## config.mk

```make
export PLATFORM = sky130hd
export DESIGN_NAME = rtc_seconds_to_calendar
export DESIGN_NICKNAME = d
export VERILOG_FILES = /design/src/sv/rsc_pkg.sv /design/src/sv/rtc_seconds_to_calendar.sv /design/src/sv/rsc_split.sv /design/src/sv/rsc_date.sv
export SDC_FILE = /design/constraint.sdc
export NUM_CORES = 2
export LEC_CHECK = 0
export BUFFER_PORTS_ARGS = -buffer_cell sky130_fd_sc_hd__buf_2
export CAP_MARGIN = 10
export CORE_MARGIN = 2
export CORE_UTILIZATION = 58
export DETAILED_ROUTE_END_ITERATION = 8
export PLACE_DENSITY = 0.76
export SLEW_MARGIN = 20
export SYNTH_ARGS = -nofsm -noshare
export SYNTH_HDL_FRONTEND = slang
export SYNTH_SLANG_ARGS = --single-unit
```

## constraint.sdc

```tcl
create_clock -name clk -period 16.8 [get_ports clk]
set_input_delay 3.36 -clock clk [delete_from_list [all_inputs] [get_ports clk]]
set_output_delay 3.36 -clock clk [all_outputs]
set_load 0.02 [all_outputs]
```

## src/sv/rsc_pkg.sv

```systemverilog
// Package: beat types, opcodes, constants and calendar helper functions.
`timescale 1ns / 1ps
package rsc_pkg;

  localparam logic OP_CONVERT = 1'b0;
  localparam logic OP_SET     = 1'b1;

  localparam int unsigned SEC_PER_MIN   = 60;
  localparam int unsigned SEC_PER_HOUR  = 3600;
  localparam int unsigned HOURS_PER_DAY = 24;
  localparam int unsigned LAST_HOUR     = 23;
  localparam int unsigned MONTHS        = 12;

  // floor(v / 3600) = ((v >> 4) * HOUR_MUL) >> 36 for any 32-bit v
  localparam logic [28:0] HOUR_MUL   = 29'd305419897;
  // floor(q / 24) = ((q >> 3) * DAY_MUL) >> 20 for any 21-bit q
  localparam logic [18:0] DAY_MUL    = 19'd349526;
  // floor(r / 60) = ((r >> 2) * MIN_MUL) >> 14 for any r below 4096
  localparam logic [10:0] MIN_MUL    = 11'd1093;
  // n is a multiple of 25 iff (n * INV25) mod 4096 <= DIV25_LIMIT
  localparam logic [11:0] INV25       = 12'd3113;
  localparam logic [11:0] DIV25_LIMIT = 12'd163;

  typedef struct packed {
    logic        operation;
    logic [31:0] counter_value;
    logic [13:0] set_year;
    logic [3:0]  set_month;
    logic [4:0]  set_day;
    logic [4:0]  set_hour;
    logic [5:0]  set_minute;
    logic [5:0]  set_second;
  } cmd_t;

  typedef struct packed {
    logic [13:0] cur_year;
    logic [3:0]  cur_month;
    logic [4:0]  cur_day;
    logic [4:0]  cur_hour;
    logic [5:0]  cur_minute;
    logic [5:0]  cur_second;
    logic [16:0] counter_load;
  } res_t;

  typedef struct packed {
    logic        operation;
    logic [13:0] set_year;
    logic [3:0]  set_month;
    logic [4:0]  set_day;
    logic [4:0]  set_hour;
    logic [5:0]  set_minute;
    logic [5:0]  set_second;
    logic [16:0] load;
    logic [4:0]  hour;
    logic [5:0]  minute;
    logic [11:0] rest;
  } split_t;

  function automatic logic is_leap(input logic [13:0] year);
    logic [11:0] residue;
    logic        div25;
    residue = year[13:2] * INV25;
    div25   = (residue <= DIV25_LIMIT);
    return (year[1:0] == 2'd0) && (!div25 || (year[3:2] == 2'd0));
  endfunction

  function automatic logic [4:0] month_days(input logic [13:0] year, input logic [3:0] month);
    logic [4:0] days;
    case (month)
      4'd2: begin
        days = is_leap(year) ? 5'd29 : 5'd28;
      end
      4'd4, 4'd6, 4'd9, 4'd11: begin
        days = 5'd30;
      end
      default: begin
        days = 5'd31;
      end
    endcase
    return days;
  endfunction

endpackage

```

## src/sv/rtc_seconds_to_calendar.sv

```systemverilog
// Top level: seconds counter to calendar date and time converter.
// One beat per clock cycle is accepted and one result beat comes back for each. A convert
// beat splits the counter value into hour, minute and second through a four-register
// constant-divide pipeline; the stored date advances by one day when the hour goes from 23 to 0
// and is frozen while the stored year is 0. A set beat loads date and time as given and returns
// the seconds of day to write into the counter. The date update in the last stage sets the rate:
// it reads and writes the stored date once per beat. A result-side stall holds only the stages
// that hold a beat; empty stages still advance, so the input keeps accepting until every stage
// is full.
`timescale 1ns / 1ps
module rtc_seconds_to_calendar (
  input  logic          clk,
  input  logic          rst,
  input  logic          cmd_valid,
  output logic          cmd_stall,
  input  rsc_pkg::cmd_t cmd,
  output logic          res_valid,
  input  logic          res_stall,
  output rsc_pkg::res_t res
);
  import rsc_pkg::*;

  logic   split_valid;
  logic   split_stall;
  split_t split;

  rsc_split u_split (
    .clk         (clk),
    .rst         (rst),
    .cmd_valid   (cmd_valid),
    .cmd_stall   (cmd_stall),
    .cmd         (cmd),
    .split_valid (split_valid),
    .split_stall (split_stall),
    .split       (split)
  );

  rsc_date u_date (
    .clk         (clk),
    .rst         (rst),
    .split_valid (split_valid),
    .split_stall (split_stall),
    .split       (split),
    .res_valid   (res_valid),
    .res_stall   (res_stall),
    .res         (res)
  );

endmodule

```

## src/sv/rsc_split.sv

```systemverilog
// Pipelined split of a counter value into hour, minute and seconds remainder.
`timescale 1ns / 1ps
module rsc_split (
  input  logic          clk,
  input  logic          rst,
  input  logic          cmd_valid,
  output logic          cmd_stall,
  input  rsc_pkg::cmd_t cmd,
  output logic          split_valid,
  input  logic          split_stall,
  output rsc_pkg::split_t split
);
  import rsc_pkg::*;

  logic        s0_valid;
  cmd_t        s0;

  logic        s1_valid;
  cmd_t        s1;
  logic [20:0] s1_q;
  logic [16:0] s1_load;

  logic        s2_valid;
  cmd_t        s2;
  logic [16:0] s2_load;
  logic [11:0] s2_rest;
  logic [15:0] s2_hq;
  logic [4:0]  s2_q5;

  logic        s0_free;
  logic        s1_free;
  logic        s2_free;
  logic        s3_free;

  logic [56:0] q_prod;
  logic [16:0] load_next;
  logic [11:0] rest_next;
  logic [36:0] hq_prod;
  logic [20:0] min_prod;
  logic [5:0]  minute_next;
  logic [4:0]  hour_next;

  assign s3_free   = !split_valid || !split_stall;
  assign s2_free   = !s2_valid || s3_free;
  assign s1_free   = !s1_valid || s2_free;
  assign s0_free   = !s0_valid || s1_free;
  assign cmd_stall = !s0_free;

  always_comb begin
    q_prod    = 57'(s0.counter_value[31:4]) * 57'(HOUR_MUL);
    load_next = 17'(s0.set_hour) * 17'(SEC_PER_HOUR)
              + 17'(s0.set_minute) * 17'(SEC_PER_MIN)
              + 17'(s0.set_second);
  end

  always_comb begin
    rest_next = 12'(s1.counter_value - 32'(s1_q) * 32'(SEC_PER_HOUR));
    hq_prod   = 37'(s1_q[20:3]) * 37'(DAY_MUL);
  end

  always_comb begin
    min_prod    = 21'(s2_rest[11:2]) * 21'(MIN_MUL);
    minute_next = min_prod[19:14];
    hour_next   = s2_q5 - 5'(s2_hq * 16'(HOURS_PER_DAY));
  end

  always_ff @(posedge clk) begin
    if (rst) begin
      s0_valid    <= 1'b0;
      s1_valid    <= 1'b0;
      s2_valid    <= 1'b0;
      split_valid <= 1'b0;
    end else begin
      if (s0_free) s0_valid <= cmd_valid;
      if (s1_free) s1_valid <= s0_valid;
      if (s2_free) s2_valid <= s1_valid;
      if (s3_free) split_valid <= s2_valid;
    end
  end

  always_ff @(posedge clk) begin
    if (s0_free) begin
      s0 <= cmd;
    end
    if (s1_free) begin
      s1      <= s0;
      s1_q    <= q_prod[56:36];
      s1_load <= load_next;
    end
    if (s2_free) begin
      s2      <= s1;
      s2_load <= s1_load;
      s2_rest <= rest_next;
      s2_hq   <= hq_prod[35:20];
      s2_q5   <= s1_q[4:0];
    end
    if (s3_free) begin
      split.operation  <= s2.operation;
      split.set_year   <= s2.set_year;
      split.set_month  <= s2.set_month;
      split.set_day    <= s2.set_day;
      split.set_hour   <= s2.set_hour;
      split.set_minute <= s2.set_minute;
      split.set_second <= s2.set_second;
      split.load       <= s2_load;
      split.hour       <= hour_next;
      split.minute     <= minute_next;
      split.rest       <= s2_rest;
    end
  end

endmodule

```

## src/sv/rsc_date.sv

```systemverilog
// Stored date and time, day and month roll, and the result register.
`timescale 1ns / 1ps
module rsc_date (
  input  logic            clk,
  input  logic            rst,
  input  logic            split_valid,
  output logic            split_stall,
  input  rsc_pkg::split_t split,
  output logic            res_valid,
  input  logic            res_stall,
  output rsc_pkg::res_t   res
);
  import rsc_pkg::*;

  logic [13:0] date_year;
  logic [3:0]  date_month;
  logic [4:0]  date_day;
  logic [4:0]  time_hour;
  logic [5:0]  time_minute;
  logic [5:0]  time_second;
  logic [4:0]  last_hour;

  logic [13:0] date_year_next;
  logic [3:0]  date_month_next;
  logic [4:0]  date_day_next;
  logic [4:0]  time_hour_next;
  logic [5:0]  time_minute_next;
  logic [5:0]  time_second_next;
  logic [4:0]  last_hour_next;

  logic        take;
  logic [5:0]  second;
  logic [5:0]  day_inc;
  logic [4:0]  month_inc;

  assign split_stall = res_valid && res_stall;
  assign take        = split_valid && !split_stall;

  always_comb begin
    second           = 6'(split.rest - 12'(split.minute) * 12'(SEC_PER_MIN));
    day_inc          = 6'(date_day) + 6'd1;
    month_inc        = 5'(date_month) + 5'd1;
    date_year_next   = date_year;
    date_month_next  = date_month;
    date_day_next    = date_day;
    time_hour_next   = time_hour;
    time_minute_next = time_minute;
    time_second_next = time_second;
    last_hour_next   = last_hour;
    if (split.operation == OP_SET) begin
      date_year_next   = split.set_year;
      date_month_next  = split.set_month;
      date_day_next    = split.set_day;
      time_hour_next   = split.set_hour;
      time_minute_next = split.set_minute;
      time_second_next = split.set_second;
    end else begin
      time_hour_next   = split.hour;
      time_minute_next = split.minute;
      time_second_next = second;
      if (date_year != 14'd0) begin
        if ((split.hour == 5'd0) && (last_hour == 5'(LAST_HOUR))) begin
          if (day_inc > {1'b0, month_days(date_year, date_month)}) begin
            date_day_next = 5'd1;
            if (month_inc > 5'(MONTHS)) begin
              date_month_next = 4'd1;
              date_year_next  = date_year + 14'd1;
            end else begin
              date_month_next = month_inc[3:0];
            end
          end else begin
            date_day_next = day_inc[4:0];
          end
        end
        last_hour_next = split.hour;
      end
    end
  end

  always_ff @(posedge clk) begin
    if (rst) begin
      date_year   <= '0;
      date_month  <= '0;
      date_day    <= '0;
      time_hour   <= '0;
      time_minute <= '0;
      time_second <= '0;
      last_hour   <= '0;
      res_valid   <= 1'b0;
    end else begin
      if (take) begin
        date_year   <= date_year_next;
        date_month  <= date_month_next;
        date_day    <= date_day_next;
        time_hour   <= time_hour_next;
        time_minute <= time_minute_next;
        time_second <= time_second_next;
        last_hour   <= last_hour_next;
      end
      if (!split_stall) res_valid <= split_valid;
    end
  end

  always_ff @(posedge clk) begin
    if (take) begin
      res.cur_year     <= date_year_next;
      res.cur_month    <= date_month_next;
      res.cur_day      <= date_day_next;
      res.cur_hour     <= time_hour_next;
      res.cur_minute   <= time_minute_next;
      res.cur_second   <= time_second_next;
      res.counter_load <= (split.operation == OP_SET) ? split.load : 17'd0;
    end
  end

endmodule

```

==> qor.yml <==
setup_ws_ns: 8.40
syn_area_per_cell_um2: 11.9
die_w_um: 246
async_flop_share_pct: 0
synth_edf_count: 367
num_rows: 88
ys_types: 78
cts_resized: 0
cpMaxStageDelayCell: "nand4_1"
antenna_found_initial: 0
seq_area_mm2: 0.0117
cts_sinks: 400
clock.fmax_ghz: 0.119
insertion_delay_ns: 0.56
track_usage_pct: 24.3
fillCellCount: 4342
dp_hpwl_um: 57000
synth_fp_nets: 3861
post-route-period-util_pct: 50.0
root_buffer: "clkbuf_16"
cts_buffers: 40
portBuffers: 135
route.antenna.remaining_nets: 0
cts_buffer_depth: 3
yosys-top-cells-count: "inv_1 (704), ha_1 (559), fa_1 (371)"
synth_cells: 2854
core_area_mm2: 0.0578
setup_violations: 0
dieArea_mm2: 0.0605
drive_gt1_share_pct: 8.17
synth_area_leaders: "edfxtp_1 (32%), fa_1 (22%), ha_1 (21%), inv_1 (7.8%), xnor2_1 (2.2%)"
rsz0062_at_grt: "no"
fin_nets: 4011
worst_pin_slew_ns: 1.09
worst_clock_skew_ns: 0.0194
synth_area_leader_cell: "edfxtp_1"
synth_top_area_share_pct: 32.5
area_growth_pct: 8.35
pin_count: 136
outcome: "finished clean"
worstPathCellList: "buf_2 > and3_1 > nand4_1 > buf_4 > inv_1 > buf_2"
critPathMaxFanout: 26
vias_per_cell: 5.45
grt_pass1_wl_um: 115000
final_util_pct: 63.6
slew_violations: 0
grt_overflow_total: 0
path_clk_slew_ns: 0.06
path_delay_family: "simple AND/OR/NAND/NOR gates"
tns_ns: 0
synth-main-ff-cell: "edfxtp_1"
hold_buffers: 0
cts-htree-levels: 2
avgRoutedWirePerCell_um: 18.4
routabilityCongestion: 0.936
start_util_pct: 58.7
synth_warnings: 0
remaining_drc_errors: 0
yosysMostFrequentCell: "inv_1"
drt-pass1-iter-count: 5
crit_required_ns: 13.44
hold_viol_final: 0
syn-cell-area_mm2: 0.0339
n_antenna_cell: 0
wl_um: 70100
place_ws_ns: 8.35
ys_ff_latch: 400
finalCriticalPeriod_ns: 8.40
vias: 20700
cts_setup_buffers: 0
hp-class: "flop to flop"
drt_iter0_drc: 1187
cap_violations: 0
die_h_um: 246
cts_tree: "yes"
crit_path_max_incr_delay_ns: 0.48
crit_type: "input port to primary output"
multiInputGateArea_mm2: 0.0195
start_kind: "input port"
ys_seq_area_share_pct: 34.4
grt_pass1_vias: 22500
worst_setup_path_end_kind: "primary output"
arrival_ns: 5.04
cpMostUsedCell: "buf_2"
relSlewSlack_pct: 27.3
grt_max_degree: 103
cp.buffers_inverters: 4
[metrics by stage]
step                      std cells  instance area [um^2]  hold slack (ns)
after global placement         3727                 35500            0.401
after detailed placement       3727                 35500            0.405
after floorplan                2854                 33900            0.400
final                          3800                 36800            0.412
after CTS                      3800                 36800            0.416
after global routing           3800                 36800            0.421
[layer usage]
layer,wire length [um],up-vias,GRT usage (%)
met5,0,-,0
met4,2620,0,9.14
met3,3430,155,3.13
met2,35700,565,43.5
met1,28300,10200,30.0
li1,-,9736,-
[worst paths after layout]
check	start	to	slack (ns)	cells past startpoint
hold reg to reg	u_split.s0[30]	u_split.s1[30]	0.41	0
setup / recovery	res_stall	cmd_stall	8.40	6
setup reg to reg	u_split.s0[61]	u_split.s1_q[17]	9.57	22
hold / removal	u_split.s0[30]	u_split.s1[30]	0.41	0
[state kept, by name, indices dropped and copies added, names as in the netlist, 14 cells and up]
| name | flops |
|---|---|
| u_split.s0 | 73 |
| u_split.split | 73 |
| u_date.res | 57 |
| u_split.s1 | 51 |
| u_split.s2 | 39 |
| u_split.s1_q | 21 |
| u_split.s1_load | 17 |
| u_split.s2_load | 17 |
| u_date.date_year | 14 |
[logic make-up after synthesis]
| kind of cell | Yosys count | synth area share [%] |
|---|---|---|
| adders and majority gates | 930 | 42.5 |
| muxes | 23 | 0.730 |
| buffers and inverters | 739 | 8.24 |
| and+or+nand+nor | 321 | 4.83 |
| DFF | 400 | 34.4 |
| xor gates and xnor gates | 108 | 2.79 |
| AOI/OAI and AO/OA | 333 | 6.50 |
[cell type report]
| cell class | count | share of cell area, % |
|---|---|---|
| multi-input combinational | 1715 | 53.0 |
| sequential | 400 | 31.8 |
| inverter | 705 | 7.20 |
| clock buffer | 54 | 3.04 |
| tap | 765 | 2.60 |
| timing repair buffer | 142 | 1.98 |
| clock inverter | 19 | 0.442 |
[placed cells by master, fill, tap and decap left out, types with 21 or more instances in the layout]
master     netlist  routed
edfxtp_1       367     367
and2_1          26      26
fa_1           371     371
xnor2_1         84      84
ha_1           559     559
dfxtp_1         33      33
xor2_1          24      24
nand3_1         23      22
nor2_1          78      78
inv_1          704     703
a21o_1          43      43
a21oi_1        100     100
nand2_1         89      88
nand4_1         21      21
buf_2            6     135
o21ai_0         68      68
clkbuf_16        0      42
Power is not shown: default switching activity piles up to over one toggle a cycle in this logic, so the estimate is an artifact.
